==> src/rtl/core/serial_memory_bridge_engine_defines.svh <==
// Assertion macros shared by the RTL.
`ifndef SERIAL_MEMORY_BRIDGE_ENGINE_DEFINES_SVH
`define SERIAL_MEMORY_BRIDGE_ENGINE_DEFINES_SVH

`define SMB_ASSERT_IMPL(label, clk_s, rst_s, ante, cons, msg) \
    label: assert property (@(posedge clk_s) disable iff (!rst_s) (ante) |-> (cons)) \
        else $error(msg);

`define SMB_ASSERT_NEXT(label, clk_s, rst_s, ante, cons, msg) \
    label: assert property (@(posedge clk_s) disable iff (!rst_s) (ante) |=> (cons)) \
        else $error(msg);

`endif

==> src/rtl/core/smbe_pkg.sv <==
package smbe_pkg;

    localparam int ADDR_WIDTH_DEF = 16;
    localparam int MAX_RES = 5;
    localparam int RES_CNT_W = 3;
    localparam int QUEUE_DEPTH = 2;

    localparam logic [1:0] OP_HOST = 2'd0;
    localparam logic [1:0] OP_MEMRD = 2'd1;
    localparam logic [1:0] OP_TIMEOUT = 2'd2;
    localparam logic [1:0] OP_POLL = 2'd3;

    localparam logic [1:0] MEM_NONE = 2'd0;
    localparam logic [1:0] MEM_READ = 2'd1;
    localparam logic [1:0] MEM_WRITE = 2'd2;

    localparam logic [2:0] REG_CHIP_KNOWN = 3'd0;
    localparam logic [2:0] REG_CHIP_SIZE = 3'd1;
    localparam logic [2:0] REG_VERSION = 3'd2;
    localparam logic [2:0] REG_SLOW = 3'd3;
    localparam logic [2:0] REG_CMD_VER = 3'd4;
    localparam logic [2:0] REG_CMD_RD = 3'd5;
    localparam logic [2:0] REG_CMD_WR = 3'd6;

    localparam logic [7:0] PROBE_PATTERN = 8'hA5;
    localparam logic [7:0] BYTE_ONES = 8'hFF;
    localparam logic [7:0] BYTE_ZERO = 8'h00;

    typedef struct packed {
        logic [1:0] op;
        logic [7:0] data_byte;
    } item_t;

    function automatic logic [31:0] crc_byte(input logic [31:0] crc, input logic [7:0] b);
        logic [31:0] c;
        c = crc ^ {24'd0, b};
        for (int i = 0; i < 8; i++)
        begin
            c = c[0] ? ((c >> 1) ^ 32'hEDB88320) : (c >> 1);
        end
        return c;
    endfunction

endpackage

==> src/rtl/core/smbe_front.sv <==
module smbe_front
    import smbe_pkg::*;
(
    input  logic        clk,
    input  logic        rst_n,
    input  logic        in_valid,
    output logic        in_ready,
    input  logic [1:0]  op,
    input  logic [7:0]  data_byte,
    output logic        q_valid,
    input  logic        q_ready,
    output item_t       q_item
);

    localparam int PTR_W = $clog2(QUEUE_DEPTH);

    item_t              mem_reg [QUEUE_DEPTH];
    logic [PTR_W-1:0]   wr_ptr_reg;
    logic [PTR_W-1:0]   rd_ptr_reg;
    logic [PTR_W:0]     count_reg;
    logic               push;
    logic               pop;

    assign in_ready = (count_reg != (PTR_W+1)'(QUEUE_DEPTH));
    assign q_valid  = (count_reg != '0);
    assign q_item   = mem_reg[rd_ptr_reg];
    assign push     = in_valid && in_ready;
    assign pop      = q_valid && q_ready;

    always_ff @(posedge clk)
    begin
        if (push)
        begin
            mem_reg[wr_ptr_reg] <= '{op: op, data_byte: data_byte};
        end
    end

    always_ff @(posedge clk or negedge rst_n)
    begin
        if (!rst_n)
        begin
            wr_ptr_reg <= '0;
            rd_ptr_reg <= '0;
            count_reg  <= '0;
        end
        else
        begin
            if (push)
            begin
                wr_ptr_reg <= wr_ptr_reg + 1'b1;
            end
            if (pop)
            begin
                rd_ptr_reg <= rd_ptr_reg + 1'b1;
            end
            count_reg <= count_reg + (PTR_W+1)'(push) - (PTR_W+1)'(pop);
        end
    end

endmodule

==> src/rtl/core/smbe_back.sv <==
module smbe_back
    import smbe_pkg::*;
#(
    parameter int ADDR_WIDTH = ADDR_WIDTH_DEF
)
(
    input  logic                  clk,
    input  logic                  rst_n,
    input  logic                  cfg_we,
    input  logic [2:0]            cfg_index,
    input  logic [16:0]           cfg_data,
    input  logic                  q_valid,
    output logic                  q_ready,
    input  item_t                 q_item,
    output logic                  out_valid,
    input  logic                  out_ready,
    output logic                  tx_valid,
    output logic [7:0]            tx_byte,
    output logic [1:0]            mem_op,
    output logic [ADDR_WIDTH-1:0] mem_addr,
    output logic [7:0]            mem_wdata,
    output logic                  busy_res,
    output logic                  last
);

    typedef enum logic [3:0] {
        PH_IDLE, PH_ACK, PH_HDR, PH_READ, PH_READ_WAIT, PH_WRITE,
        PH_VERIFY, PH_VERIFY_WAIT, PH_PROBE_READ, PH_PROBE_CHECK
    } phase_t;

    typedef struct packed {
        logic                  txv;
        logic [7:0]            tx;
        logic [1:0]            mop;
        logic [ADDR_WIDTH-1:0] addr;
        logic [7:0]            wd;
    } res_t;

    localparam logic [31:0] ADDR_MAX = 32'((64'd1 << ADDR_WIDTH) - 64'd1);

    logic        known_reg;
    logic [16:0] chip_reg;
    logic [15:0] ver_reg;
    logic        slow_reg;
    logic [7:0]  cver_reg;
    logic [7:0]  crd_reg;
    logic [7:0]  cwr_reg;

    phase_t                phase_reg, phase_next;
    logic [7:0]            pend_reg, pend_next;
    logic [63:0]           hdr_reg, hdr_next;
    logic [3:0]            hcnt_reg, hcnt_next;
    logic [ADDR_WIDTH-1:0] cur_reg, cur_next;
    logic [31:0]           left_reg, left_next;
    logic [ADDR_WIDTH-1:0] start_reg, start_next;
    logic [31:0]           size_reg, size_next;
    logic [31:0]           crc_reg, crc_next;
    logic                  pulled_reg, pulled_next;
    logic [31:0]           vleft_reg, vleft_next;
    logic [7:0]            saved_reg, saved_next;

    res_t                  buf_reg [MAX_RES];
    res_t                  buf_next [MAX_RES];
    logic [RES_CNT_W-1:0]  n_reg, n_next;
    logic [RES_CNT_W-1:0]  idx_reg;
    logic                  busy_reg, busy_next;

    logic [1:0]  op_i;
    logic [7:0]  d;
    logic [31:0] a32, sz, addr32, crc_fin, crc_upd;
    logic        take;
    logic        draining;

    assign op_i     = q_item.op;
    assign d        = q_item.data_byte;
    assign draining = (n_reg != '0);
    assign q_ready  = !draining || (out_ready && last);
    assign take     = q_valid && q_ready;
    assign crc_fin  = ~crc_reg;
    assign crc_upd  = crc_byte(crc_reg, d);

    assign out_valid = draining;
    assign tx_valid  = buf_reg[idx_reg].txv;
    assign tx_byte   = buf_reg[idx_reg].tx;
    assign mem_op    = buf_reg[idx_reg].mop;
    assign mem_addr  = buf_reg[idx_reg].addr;
    assign mem_wdata = buf_reg[idx_reg].wd;
    assign busy_res  = busy_reg;
    assign last      = (idx_reg == n_reg - 1'b1);

    always_comb
    begin
        a32 = hdr_next[63:32];
        sz  = hdr_next[31:0];
        if (a32 > ADDR_MAX)
        begin
            sz     = '0;
            addr32 = '0;
        end
        else
        begin
            addr32 = a32;
        end
        if (known_reg)
        begin
            if (chip_reg == '0)
            begin
                sz = '0;
            end
            else if (addr32 > {15'd0, chip_reg} - 32'd1)
            begin
                sz = '0;
            end
            else if ({15'd0, chip_reg} - addr32 < sz)
            begin
                sz = {15'd0, chip_reg} - addr32;
            end
        end
    end

    always_comb
    begin
        int k;
        phase_next  = phase_reg;
        pend_next   = pend_reg;
        hdr_next    = hdr_reg;
        hcnt_next   = hcnt_reg;
        cur_next    = cur_reg;
        left_next   = left_reg;
        start_next  = start_reg;
        size_next   = size_reg;
        crc_next    = crc_reg;
        pulled_next = pulled_reg;
        vleft_next  = vleft_reg;
        saved_next  = saved_reg;
        k = 0;
        for (int i = 0; i < MAX_RES; i++)
        begin
            buf_next[i] = '0;
        end
        case (phase_reg)
            PH_IDLE:
            begin
                if (op_i == OP_HOST)
                begin
                    buf_next[0] = '{1'b1, d, MEM_NONE, '0, '0};
                    k = 1;
                    pend_next  = d;
                    phase_next = PH_ACK;
                end
            end
            PH_ACK:
            begin
                if (op_i == OP_TIMEOUT)
                begin
                    phase_next = PH_IDLE;
                end
                else if (op_i == OP_HOST)
                begin
                    phase_next = PH_IDLE;
                    if (d == BYTE_ZERO)
                    begin
                        if (pend_reg == cver_reg)
                        begin
                            buf_next[0] = '{1'b1, ver_reg[15:8], MEM_NONE, '0, '0};
                            buf_next[1] = '{1'b1, ver_reg[7:0], MEM_NONE, '0, '0};
                            k = 2;
                        end
                        else if (pend_reg == crd_reg)
                        begin
                            hdr_next   = '0;
                            hcnt_next  = '0;
                            phase_next = PH_HDR;
                        end
                        else if (pend_reg == cwr_reg)
                        begin
                            buf_next[0] = '{1'b1, {7'd0, slow_reg}, MEM_NONE, '0, '0};
                            k = 1;
                            hdr_next   = '0;
                            hcnt_next  = '0;
                            phase_next = PH_HDR;
                        end
                    end
                end
            end
            PH_HDR:
            begin
                if (op_i == OP_TIMEOUT)
                begin
                    phase_next = PH_IDLE;
                end
                else if (op_i == OP_HOST)
                begin
                    hdr_next  = {hdr_reg[55:0], d};
                    hcnt_next = hcnt_reg + 4'd1;
                    if (hcnt_reg + 4'd1 >= 4'd8)
                    begin
                        hcnt_next  = '0;
                        buf_next[0] = '{1'b1, sz[31:24], MEM_NONE, '0, '0};
                        buf_next[1] = '{1'b1, sz[23:16], MEM_NONE, '0, '0};
                        buf_next[2] = '{1'b1, sz[15:8], MEM_NONE, '0, '0};
                        buf_next[3] = '{1'b1, sz[7:0], MEM_NONE, '0, '0};
                        k = 4;
                        start_next = addr32[ADDR_WIDTH-1:0];
                        cur_next   = addr32[ADDR_WIDTH-1:0];
                        size_next  = sz;
                        left_next  = sz;
                        crc_next   = '1;
                        phase_next = (pend_reg == crd_reg) ? PH_READ : PH_WRITE;
                    end
                end
            end
            PH_READ:
            begin
                if (op_i == OP_POLL)
                begin
                    if (left_reg != '0)
                    begin
                        buf_next[0] = '{1'b0, 8'd0, MEM_READ, cur_reg, 8'd0};
                        k = 1;
                        phase_next = PH_READ_WAIT;
                    end
                    else
                    begin
                        buf_next[0] = '{1'b1, crc_fin[31:24], MEM_NONE, '0, '0};
                        buf_next[1] = '{1'b1, crc_fin[23:16], MEM_NONE, '0, '0};
                        buf_next[2] = '{1'b1, crc_fin[15:8], MEM_NONE, '0, '0};
                        buf_next[3] = '{1'b1, crc_fin[7:0], MEM_NONE, '0, '0};
                        k = 4;
                        phase_next = PH_IDLE;
                    end
                end
            end
            PH_READ_WAIT:
            begin
                if (op_i == OP_MEMRD)
                begin
                    crc_next    = crc_upd;
                    buf_next[0] = '{1'b1, d, MEM_NONE, '0, '0};
                    k = 1;
                    cur_next   = cur_reg + 1'b1;
                    left_next  = left_reg - 32'd1;
                    phase_next = PH_READ;
                end
            end
            PH_WRITE:
            begin
                if (left_reg != '0)
                begin
                    if (op_i == OP_TIMEOUT)
                    begin
                        phase_next = PH_IDLE;
                    end
                    else if (op_i == OP_HOST)
                    begin
                        buf_next[0] = '{1'b0, 8'd0, MEM_WRITE, cur_reg, d};
                        k = 1;
                        cur_next  = cur_reg + 1'b1;
                        left_next = left_reg - 32'd1;
                    end
                end
                else if (op_i == OP_POLL)
                begin
                    cur_next    = start_reg;
                    vleft_next  = size_reg;
                    pulled_next = 1'b1;
                    phase_next  = PH_VERIFY;
                end
            end
            PH_VERIFY:
            begin
                if (op_i == OP_POLL)
                begin
                    if (vleft_reg != '0)
                    begin
                        buf_next[0] = '{1'b0, 8'd0, MEM_READ, cur_reg, 8'd0};
                        k = 1;
                        phase_next = PH_VERIFY_WAIT;
                    end
                    else
                    begin
                        buf_next[0] = '{1'b1, crc_fin[31:24], MEM_NONE, '0, '0};
                        buf_next[1] = '{1'b1, crc_fin[23:16], MEM_NONE, '0, '0};
                        buf_next[2] = '{1'b1, crc_fin[15:8], MEM_NONE, '0, '0};
                        buf_next[3] = '{1'b1, crc_fin[7:0], MEM_NONE, '0, '0};
                        k = 5;
                        if (pulled_reg)
                        begin
                            buf_next[4] = '{1'b0, 8'd0, MEM_READ, start_reg, 8'd0};
                            phase_next  = PH_PROBE_READ;
                        end
                        else
                        begin
                            buf_next[4] = '{1'b1, 8'd0, MEM_NONE, '0, '0};
                            phase_next  = PH_IDLE;
                        end
                    end
                end
            end
            PH_VERIFY_WAIT:
            begin
                if (op_i == OP_MEMRD)
                begin
                    crc_next = crc_upd;
                    if (d != BYTE_ONES && d != BYTE_ZERO)
                    begin
                        pulled_next = 1'b0;
                    end
                    cur_next   = cur_reg + 1'b1;
                    vleft_next = vleft_reg - 32'd1;
                    phase_next = PH_VERIFY;
                end
            end
            PH_PROBE_READ:
            begin
                if (op_i == OP_MEMRD)
                begin
                    saved_next  = d;
                    buf_next[0] = '{1'b0, 8'd0, MEM_WRITE, start_reg, PROBE_PATTERN};
                    buf_next[1] = '{1'b0, 8'd0, MEM_READ, start_reg, 8'd0};
                    k = 2;
                    phase_next = PH_PROBE_CHECK;
                end
            end
            PH_PROBE_CHECK:
            begin
                if (op_i == OP_MEMRD)
                begin
                    buf_next[0] = '{1'b0, 8'd0, MEM_WRITE, start_reg, saved_reg};
                    buf_next[1] = '{1'b1, {7'd0, (d != PROBE_PATTERN)}, MEM_NONE, '0, '0};
                    k = 2;
                    phase_next = PH_IDLE;
                end
            end
            default:
            begin
                phase_next = PH_IDLE;
            end
        endcase
        n_next    = RES_CNT_W'(k);
        busy_next = (phase_next >= PH_READ);
    end

    always_ff @(posedge clk or negedge rst_n)
    begin
        if (!rst_n)
        begin
            known_reg <= 1'b0;
            chip_reg  <= 17'h10000;
            ver_reg   <= '0;
            slow_reg  <= 1'b0;
            cver_reg  <= 8'd0;
            crd_reg   <= 8'd2;
            cwr_reg   <= 8'd3;
        end
        else if (cfg_we)
        begin
            case (cfg_index)
                REG_CHIP_KNOWN: known_reg <= cfg_data[0];
                REG_CHIP_SIZE:  chip_reg  <= cfg_data;
                REG_VERSION:    ver_reg   <= cfg_data[15:0];
                REG_SLOW:       slow_reg  <= cfg_data[0];
                REG_CMD_VER:    cver_reg  <= cfg_data[7:0];
                REG_CMD_RD:     crd_reg   <= cfg_data[7:0];
                REG_CMD_WR:     cwr_reg   <= cfg_data[7:0];
                default:        known_reg <= known_reg;
            endcase
        end
    end

    always_ff @(posedge clk or negedge rst_n)
    begin
        if (!rst_n)
        begin
            phase_reg  <= PH_IDLE;
            pend_reg   <= '0;
            hdr_reg    <= '0;
            hcnt_reg   <= '0;
            cur_reg    <= '0;
            left_reg   <= '0;
            start_reg  <= '0;
            size_reg   <= '0;
            crc_reg    <= '1;
            pulled_reg <= 1'b1;
            vleft_reg  <= '0;
            saved_reg  <= '0;
            n_reg      <= '0;
            idx_reg    <= '0;
            busy_reg   <= 1'b0;
        end
        else if (take)
        begin
            phase_reg  <= phase_next;
            pend_reg   <= pend_next;
            hdr_reg    <= hdr_next;
            hcnt_reg   <= hcnt_next;
            cur_reg    <= cur_next;
            left_reg   <= left_next;
            start_reg  <= start_next;
            size_reg   <= size_next;
            crc_reg    <= crc_next;
            pulled_reg <= pulled_next;
            vleft_reg  <= vleft_next;
            saved_reg  <= saved_next;
            n_reg      <= n_next;
            idx_reg    <= '0;
            busy_reg   <= busy_next;
        end
        else if (draining && out_ready)
        begin
            if (last)
            begin
                n_reg   <= '0;
                idx_reg <= '0;
            end
            else
            begin
                idx_reg <= idx_reg + 1'b1;
            end
        end
    end

    always_ff @(posedge clk)
    begin
        if (take)
        begin
            for (int i = 0; i < MAX_RES; i++)
            begin
                buf_reg[i] <= buf_next[i];
            end
        end
    end

endmodule

==> src/rtl/core/serial_memory_bridge_engine.sv <==
// Serial memory bridge engine: runs host commands against a byte memory.
// Input beats (in_valid/in_ready) carry op and data_byte: host bytes, memory
// read data, host timeouts and poll advances. Each input beat yields zero to
// five output beats (out_valid/out_ready) with host bytes or memory requests;
// last marks the final beat caused by one input, busy_res is high while a read
// or write operation is still running.
// Input beats pass through a two-entry queue into the command unit. The
// command unit takes one queued beat per cycle when it has no results left
// or its last result is being accepted; results are registered and appear in
// the cycle after the beat is taken. An accepted input beat passes through
// the queue and the result buffer registers before its first result appears.
// When the receiver stalls, results hold and the queue fills; in_ready
// drops once both queue entries are taken.
// Reset clears the queue, the command phase (waiting for a command) and the
// configuration registers to their default values.
// Configuration is written through cfg_we/cfg_index/cfg_data; the user must write it only while idle (not enforced).
module serial_memory_bridge_engine
    import smbe_pkg::*;
#(
    parameter int ADDR_WIDTH = ADDR_WIDTH_DEF
)
(
    input  logic                  clk,
    input  logic                  rst_n,
    input  logic                  cfg_we,
    input  logic [2:0]            cfg_index,
    input  logic [16:0]           cfg_data,
    input  logic                  in_valid,
    output logic                  in_ready,
    input  logic [1:0]            op,
    input  logic [7:0]            data_byte,
    output logic                  out_valid,
    input  logic                  out_ready,
    output logic                  tx_valid,
    output logic [7:0]            tx_byte,
    output logic [1:0]            mem_op,
    output logic [ADDR_WIDTH-1:0] mem_addr,
    output logic [7:0]            mem_wdata,
    output logic                  busy_res,
    output logic                  last
);

`include "serial_memory_bridge_engine_defines.svh"

    logic  q_valid;
    logic  q_ready;
    item_t q_item;

    smbe_front u_front (
        .clk       (clk),
        .rst_n     (rst_n),
        .in_valid  (in_valid),
        .in_ready  (in_ready),
        .op        (op),
        .data_byte (data_byte),
        .q_valid   (q_valid),
        .q_ready   (q_ready),
        .q_item    (q_item)
    );

    smbe_back #(.ADDR_WIDTH(ADDR_WIDTH)) u_back (
        .clk       (clk),
        .rst_n     (rst_n),
        .cfg_we    (cfg_we),
        .cfg_index (cfg_index),
        .cfg_data  (cfg_data),
        .q_valid   (q_valid),
        .q_ready   (q_ready),
        .q_item    (q_item),
        .out_valid (out_valid),
        .out_ready (out_ready),
        .tx_valid  (tx_valid),
        .tx_byte   (tx_byte),
        .mem_op    (mem_op),
        .mem_addr  (mem_addr),
        .mem_wdata (mem_wdata),
        .busy_res  (busy_res),
        .last      (last)
    );

    `SMB_ASSERT_IMPL(a_no_take_while_draining, clk, rst_n, out_valid && !(out_ready && last), !q_ready, "took beat while draining")
    `SMB_ASSERT_IMPL(a_tx_excl_mem, clk, rst_n, out_valid && tx_valid, mem_op == MEM_NONE, "tx with mem request")
    `SMB_ASSERT_NEXT(a_stall_hold, clk, rst_n, out_valid && !out_ready, out_valid && $stable(tx_byte) && $stable(mem_op), "result changed under stall")

endmodule
==> config.mk <==
export PLATFORM = sky130hd
export DESIGN_NAME = serial_memory_bridge_engine
export DESIGN_NICKNAME = d
export VERILOG_FILES = /design/src/rtl/core/smbe_pkg.sv /design/src/rtl/core/smbe_front.sv /design/src/rtl/core/smbe_back.sv /design/src/rtl/core/serial_memory_bridge_engine.sv
export VERILOG_INCLUDE_DIRS = /design/src /design/src/rtl/core
export SDC_FILE = /design/constraint.sdc
export NUM_CORES = 1
export LEC_CHECK = 0
export BUFFER_PORTS_ARGS = -buffer_cell sky130_fd_sc_hd__buf_2
export CAP_MARGIN = 20
export CORE_ASPECT_RATIO = 1.75
export CORE_MARGIN = 1
export CORE_UTILIZATION = 57
export DETAILED_ROUTE_END_ITERATION = 10
export PLACE_DENSITY_LB_ADDON = 0.12
export SLEW_MARGIN = 0
export SYNTH_ARGS = -nofsm -noshare
export SYNTH_HDL_FRONTEND = slang
export SYNTH_SLANG_ARGS = --single-unit
==> constraint.sdc <==
create_clock -name clk -period 6.61 [get_ports clk]
set_clock_uncertainty 0.15 [all_clocks]
set_input_delay 0.661 -clock clk [delete_from_list [all_inputs] [get_ports clk]]
set_output_delay 0.661 -clock clk [all_outputs]
set_load 0.005 [all_outputs]
# Yosys cells after proc, flatten, opt, wreduce, memory -nomap -nowiden
# Memories as Yosys holds them, arrays and structs flattened.
# Index checks and enable logic that the tools add are counted.
[word_totals]
register_bits = 319
latch_bits = 0
mem_bits_rw = 195
mem_bits_ro = 0
input_bits = 35
out_inout_bits = 39
word_cells = 288
memories = 2
[op_classes]
addsub = 12
n_mul = 0
n_div = 0
magnitude_cmp = 5
eq_ne = 45
shifts = 0
n_mux = 145
bitwise_logic = 11
reduce_logical = 43
[memory_table]
columns = ["name", "depth", "width", "rd", "rd_ports_with_merged_regs", "wr", "line_no", "source"]
rows = [
  ["u_back.buf_reg", 5, 35, 1, 0, 5, "smbe_back.sv:62", "res_t buf_reg [MAX_RES];"],
  ["u_front.mem_reg", 2, 10, 1, 0, 1, "smbe_front.sv:17", "item_t mem_reg [QUEUE_DEPTH];"],
]
[op_table]
columns = ["cell", "n"]
rows = [
  ["$mux 32", 28],
  ["$mux 140", 5],
  ["$mux 64", 8],
  ["$mux 35", 12],
  ["$pmux 35 s9", 1],
  ["$mux 70", 3],
  ["$pmux 35 s6", 1],
  ["$pmux 70 s3", 1],
  ["$mux 175", 1],
  ["$mux 16", 8],
  ["$pmux 32 s2", 2],
  ["$pmux 64 s2", 1],
  ["$mux 61", 2],
  ["$mux 4", 29],
  ["$not 13->14", 8],
  ["$mux 105", 1],
  ["$pmux 32 s3", 1],
  ["$reduce_bool 32->1", 2],
  ["$sub 32x1->32 const B", 2],
  ["$mux 3", 21],
  ["$pmux 16 s3", 1],
  ["$pmux 4 s10", 1],
  ["$gt 32x16->1 const B", 1],
  ["$gt 32x32->1", 1],
  ["55 further kinds", 120],
]

# Depth between registers and ports, before layout
# Gate-level depths: netlist of run 1.
[logic_depth]
depth_word = 20
depth_mapped = 29

# By module
# Synthesis of run 1 repeated with hierarchy kept, for this count alone.
[unflattened]
hier_cells = 2526
area_unflattened_um2 = 24823.8
[by_module_without_submodules]
columns = ["mod", "instances", "cells_per_inst", "area_per_inst_um2", "seq_area_each_um2"]
rows = [
  ["smbe_back", 1, 2473, 23886.7, 10811.6],
  ["smbe_front", 1, 53, 937.1, 700.7],
]

# Least setup slack after synthesis of run 1
# No wires, ideal clock.
[synth_path]
path_kind = "register -> register"
start = "register u_front.rd_ptr_reg"
end = "memory u_back.buf_reg[2][32] in the netlist's numbering, data pin"
arrival_time_ns = 6.035
required_time_ns = 6.307
slack_ns = 0.272
path_stages_with_launch = 26
n_path_buf = 4
cell_sequence = "dfrtp_1 buf_4 nor3_1 nor2_1 nor2_2 o31a_1 buf_2 buf_2 nand2_1 ha_1 nor2b_1 o21ai_0 a21oi_1 o211ai_1 a211oi_1 nor3_1 ha_1 a211oi_1 o211ai_1 o221ai_1 a31o_2 or4bb_1 nor2_2 buf_2 a2bb2oi_2 o22ai_1"
[synth_lines]
columns = ["element", "line_no", "source"]
rows = [
  ["start: declaration", "smbe_front.sv:19", "logic [PTR_W-1:0] rd_ptr_reg;"],
  ["start signal: assignment", "smbe_front.sv:54", "rd_ptr_reg <= rd_ptr_reg + 1'b1;"],
  ["end: declaration", "smbe_back.sv:62", ""],
]

==> results of run 1 <==
[logic make-up after synthesis]
group / after synthesis / share of synthesized area (%)
flip-flops: 435 / 46.7
other: 2 / 0.0305
multiplexers: 97 / 4.65
XOR/XNOR: 130 / 4.71
AO/OA/AOI/OAI: 730 / 19.7
AND/OR/NAND/NOR: 851 / 16.6
buffers and inverters: 178 / 2.92
adder cells (fa/ha/maj): 91 / 4.65
[power groups by stage]
stage	logic, mW	clock network (mW)	registers, mW
after detailed placement	5.08	0	4.27
after CTS	5.15	2.39	4.22
final	5.43	2.36	4.27
after global placement	5.00	0	4.25
after global routing	5.81	2.47	4.32
after floorplan	3.55	0	4.02
[timing repair]
action	in CTS	in global routing
gates cloned	0	6
pin swaps	1	11
buffers inserted	1	6
resized for setup	17	55
setup endpoints to repair	81	96
[path summary, 6_finish.rpt]
check / startpoint / cells past startpoint / slack, ps / to
max: u_back.phase_reg[3]$_DFFE_PN0P_ / 26 / 160 / u_back.buf_reg[1][26]$_DFFE_PP_
min: rst_n / 1 / -20 / u_back.cur_reg[12]$_DFFE_PN0P_
max reg2reg: u_back.phase_reg[3]$_DFFE_PN0P_ / 26 / 160 / u_back.buf_reg[1][26]$_DFFE_PP_
min reg2reg: u_back.n_reg[1]$_DFFE_PN0P_ / 2 / 330 / u_back.n_reg[1]$_DFFE_PN0P_
max in group asynchronous: rst_n / 2 / 4760 / u_back.pend_reg[0]$_DFFE_PN0P_
min in group clk: data_byte[3] / 1 / 130 / u_front.mem_reg[1][3]$_DFFE_PP_
[cell usage in the layout, fill, tap and decap left out, types with 25 or more instances in the layout]
cell type,Yosys,final
mux2_2,57,57
dfstp_2,37,37
o21ai_0,222,219
nand4_1,31,31
edfxtp_1,116,116
nor4_1,31,27
buf_2,16,72
buf_4,2,112
nand3_1,44,43
a22o_1,83,83
dfrtp_1,282,276
nor2_1,195,192
a21oi_1,149,146
nor3_1,60,57
ha_1,90,90
o22a_1,35,35
and2_1,48,48
clkbuf_16,0,47
inv_1,43,43
nor2b_1,25,25
o22ai_1,32,31
mux2i_1,31,31
xor2_1,31,30
nand2_1,313,313
xnor2_1,96,93
[area by class of cell]
| type | instances | area [um^2] |
|---|---|---|
| inverter | 44 | 168 |
| antenna | 2 | 5.00 |
| tap | 561 | 702 |
| clock inverter | 19 | 154 |
| fill | 3419 | 14400 |
| multi-input combinational | 1916 | 13000 |
| clock buffer | 57 | 1170 |
| timing repair buffer | 196 | 1430 |
| sequential | 435 | 11500 |
[critical path: stages (launching register included)]
cell and delay (ps):
dfrtp_1 440, or4b_4 560, buf_4 200, o21bai_4 230, buf_4 200, nand2_1 80
o21ai_0 90, nand2_1 180, ha_1 290, a21o_1 240, a2111oi_4 370, buf_4 220
nor2_1 80, nor3_2 140, a21oi_1 80, buf_4 180, nor2_1 90, ha_1 260
nand4_1 130, o211ai_1 110, o221ai_1 270, a31o_2 220, or4bb_4 550, nor2_4 280
clkbuf_16 240, a2bb2oi_2 90, o221ai_1 250
[metrics by stage]
| step | power, mW | cells | setup TNS (ps) | area, um^2 |
|---|---|---|---|---|
| after floorplan | 7.57 | 2529 | 0 | 24700 |
| after global placement | 9.25 | 3138 | -1520 | 26100 |
| after detailed placement | 9.35 | 3138 | -7270 | 26100 |
| after CTS | 11.8 | 3215 | 0 | 27600 |
| after global routing | 12.6 | 3228 | -580 | 28100 |
| final | 12.1 | 3230 | 0 | 28100 |
[metal layers]
metal | share of wire, % | wire [um] | vias up
met1 | 37 | 30100 | 10300
met5 | 0 | 0 | -
met4 | 7.8 | 6390 | 0
met2 | 50 | 40800 | 864
li1 | - | - | 9483
met3 | 5.9 | 4830 | 242
==> flow_summary.ini, run 1 <==
[outcome]
status = finished, violations left
violations = hold timing

[synth]
netlist_area_mm2 = 0.0246
synth-edff-count = 116
ys_top_cells_by_count = nand2_1, dfrtp_1, o21ai_0
ys_seq_area_share_pct = 46.7
netlist_instances = 2514
ys.warnings.count = 0
ys_ff_latch = 435
yosysMostFrequentCell = nand2_1
postSynth.topFlopCell = dfrtp_1
synth_top_area_share_pct = 28.6
synth.distinct_cells = 93
async_flop_share_pct = 73.3
avgSynthCellArea_um2 = 9.80
ys_top_cells_by_area = dfrtp_1, edfxtp_1, nand2_1, ha_1, o21ai_0
yosys.area.top_type = dfrtp_1

[timing]
holdWs_ps = -24.7
final_hold_viol_count = 10
slew_headroom_pct = 25.2
slew_viol_final = 0
setup_viol = 0
layout_setup_ws_ps = 158
post-route-min-period_ps = 6450
finalCritPeriodShare_pct = 97.6
worstMarginPinSlew_ps = 1120
fmaxAchievable_ghz = 0.155

[placement]
dp_hpwl_mm = 60.5
portBuffers = 73
gp_congestion = 1.00
place_ws_ps = -433

[grt]
use_met3_pct = 4.52
grt_pass1_wl_mm = 123
antenna_found_initial = 0
grt_busiest_layer = met2
grt_max_degree = 152
grt_remaining_overflow = 0
use_met2_pct = 63.5
grt_usage_pct = 37.0
use_met1_pct = 43.3
first_global_vias = 20300

[cts]
cts-root-buf = clkbuf_16
clk_pin_slew_ps = 70
clkLatencyLatePin_ps = 580
cts_sinks = 435
cts_buffers = 41
cts_tree = done
htreeDepth = 2
hold_buffers = 0
clk_path_buf_depth = 3

[power_and_ir_drop]
leakagePower_nw = 11.3
p_int_mw = 7.18
clockPowerShare_pct = 19.6
switchingPower_mw = 4.88
power_frac_seq_pct = 35.4
ir_worst_vdd_v = 0.000332
p_per_area_mw_per_mm2 = 429
combinationalPowerShare_pct = 45.0
swShare_pct = 40.4

[finish]
largest_reg_flops = 96
drive_above_1_share_pct = 17.5
syn2layout_area_growth_pct = 14.2
final_util_pct = 66.1
nNetsFinal = 2760

[floorplan]
io_pins = 74
coreArea_mm2 = 0.0425
die_y_um = 277
die_w_um = 159
start_util_pct = 57.9
die_area_mm2 = 0.0441
row_count = 100

[drt]
via_per_inst = 6.47
routedWlPerCell_um = 25.4
num_vias = 20900
ant_nets = 0
drtPass1Iterations = 5
remaining_drc_errors = 0
drt-total-wl_mm = 82.1
dr.first_iter.drc_count = 1716

[worst_setup_path]
crit_fanout = 13
crit_type = reg -> reg
start_kind = register
critPathArrivalTime_ps = 6680
end_kind = register
worstPathRequired_ps = 6830

[min_path]
hold_class = in -> async

[run]
maxCapViolCount = 0
(Power assumes the default switching activity.)
==> run 2: changes to the inputs <==
--- a/config.mk
+++ b/config.mk
@@ -6,13 +6,14 @@
 export SDC_FILE = /design/constraint.sdc
 export NUM_CORES = 1
 export LEC_CHECK = 0
-export BUFFER_PORTS_ARGS = -buffer_cell sky130_fd_sc_hd__buf_2
+export BUFFER_PORTS_ARGS = -buffer_cell sky130_fd_sc_hd__buf_4
 export CAP_MARGIN = 20
 export CORE_ASPECT_RATIO = 1.75
 export CORE_MARGIN = 1
 export CORE_UTILIZATION = 57
 export DETAILED_ROUTE_END_ITERATION = 10
 export PLACE_DENSITY_LB_ADDON = 0.12
+export SKIP_CTS_REPAIR_TIMING = 1
 export SLEW_MARGIN = 0
 export SYNTH_ARGS = -nofsm -noshare
 export SYNTH_HDL_FRONTEND = slang
==> run 2 against run 1 <==
The flow still finishes with violations (hold timing). Global-route usage is 0.32 points higher. Clock power up 7%. Total power is 2.0% higher. Worst hold slack improved by 5.1 ps. Combinational power up 2%. Flip-flop and latch count is the same. Clock-buffer cell count grew 1. Largest cell class unchanged. First-iteration DRC count increased by 0.76%. Fmax down 2.3%. Largest power group unchanged. Sequential power down 0.9%. Non-clock buffer count shrank 4.
==> flow_summary.ini, run 2 (synthesized netlist as in run 1, its figures left out) <==
[outcome]
status = finished, violations left
violations = hold timing

[grt]
grt_usage_pct = 37.3
grt_pass1_wl_mm = 124
first_global_vias = 20700
grt_max_degree = 160
grt_remaining_overflow = 0
antenna_found_initial = 0

[drt]
num_vias = 20900
ant_nets = 0
via_per_inst = 6.49
remaining_drc_errors = 0
dr.first_iter.drc_count = 1729
drtPass1Iterations = 5
drt-total-wl_mm = 82.8
routedWlPerCell_um = 25.7

[timing]
final_hold_viol_count = 18
holdWs_ps = -19.6
finalCritPeriodShare_pct = 99.9
setup_viol = 0
layout_setup_ws_ps = 6.10
fmaxAchievable_ghz = 0.151
post-route-min-period_ps = 6600
slew_headroom_pct = 13.2
worstMarginPinSlew_ps = 1290
slew_viol_final = 0

[floorplan]
coreArea_mm2 = 0.0425
die_area_mm2 = 0.0441
io_pins = 74
row_count = 100
start_util_pct = 57.9
die_y_um = 277
die_w_um = 159

[finish]
syn2layout_area_growth_pct = 15.2
final_util_pct = 66.7
layout_common_cells = nand2_1, dfrtp_1, o21ai_0
mostFrequentLayoutCell = nand2_1
final_cell_area_mm2 = 0.0284
drive_above_1_share_pct = 17.5
largest_reg_flops = 96
n_antenna_cell = 0
nNetsFinal = 2757

[cts]
cts_tree = done
clk_pin_slew_ps = 70
clk_path_buf_depth = 3
cts-root-buf = clkbuf_16
clkLatencyLatePin_ps = 560
cts_sinks = 435
cts_buffers = 42
htreeDepth = 2

[power_and_ir_drop]
ir_worst_vdd_v = 0.000382
p_per_area_mw_per_mm2 = 434
leakagePower_nw = 11.4
power_mw = 12.3

[worst_setup_path]
max_stage_delay_ps = 430
end_kind = register
worstSetupStartpoint = u_back.pend_reg[4]$_DFFE_PN0P_
critPathArrivalTime_ps = 6720
slowest_stage = dfrtp_1
worstPathRequired_ps = 6730
start_kind = register
path_common_cell = buf_4
crit_type = reg -> reg
r2r_start = u_back.pend_reg[4]$_DFFE_PN0P_
crit_fanout = 11

[placement]
dp_hpwl_mm = 61.0
portBuffers = 73
gp_congestion = 1.00
dpl_cell_area_mm2 = 0.0263
place_ws_ps = -548

[min_path]
hold_class = in -> async

[run]
maxCapViolCount = 0
==> run 2: cell count changes in the layout (fill, tap and decap cells not counted), moves of 3 or more <==
cell,change
buf_2,-72
o21ai_0,-3
buf_4,+66
dfrtp_2,-3
dfrtp_1,+3
o21ai_1,+3
bufinv_16,+4
a2bb2oi_2,+4
==> run 2: through the flow <==
step | TNS (ps) | std cells
final | 0 | 3225
after global routing | -5780 | 3225
after CTS | -5240 | 3205
after detailed placement | -4400 | 3128
after global placement | -2330 | 3128
after floorplan | 0 | 2529
==> run 2: layer usage <==
layer,GRT usage [%],up-vias,part of all wire (%)
li1,-,9472,-
met3,3.91,285,6.1
met5,0,-,0
met2,62.9,871,48
met4,27.9,0,9.0
met1,44.1,10300,37
==> run 2: worst paths after layout <==
path                                                   end  slack (ps)  depth (start not counted)
setup / recovery           u_back.buf_reg[3][28]$_DFFE_PP_           6                         29
hold / removal              u_back.cur_reg[12]$_DFFE_PN0P_         -20                          1
setup reg to reg           u_back.buf_reg[3][28]$_DFFE_PP_           6                         29
hold reg to reg                u_back.n_reg[1]$_DFFE_PN0P_         320                          2
max in group asynchronous   u_back.pend_reg[0]$_DFFE_PN0P_        4810                          2
min in group clk           u_front.mem_reg[0][5]$_DFFE_PP_         130                          1
==> run 2: area by class of cell <==
cell class	instances	area, um^2
fill	3455	14200
multi-input combinational	1916	13000
sequential	435	11500
timing repair buffer	192	1590
clock buffer	58	1170
tap	561	702
clock inverter	19	253
inverter	44	168
==> run 2: report_power, final <==
group / switching [mW] / internal [mW] / total, mW
logic: 3.24 / 2.30 / 5.54
registers: 0.596 / 3.63 / 4.23
clock network: 1.05 / 1.48 / 2.53
total: 4.89 / 7.42 / 12.3
==> run 2: critical path: cells and delay by family, from the launching register on <==
| family | cells | cell delay, ps |
|---|---|---|
| DFF | 1 | 430 |
| buffers and inverters | 6 | 810 |
| AOI/OAI and AO/OA | 12 | 2810 |
| xor gates and xnor gates | 2 | 360 |
| and+or+nand+nor | 6 | 930 |
| adders and majority gates | 3 | 800 |
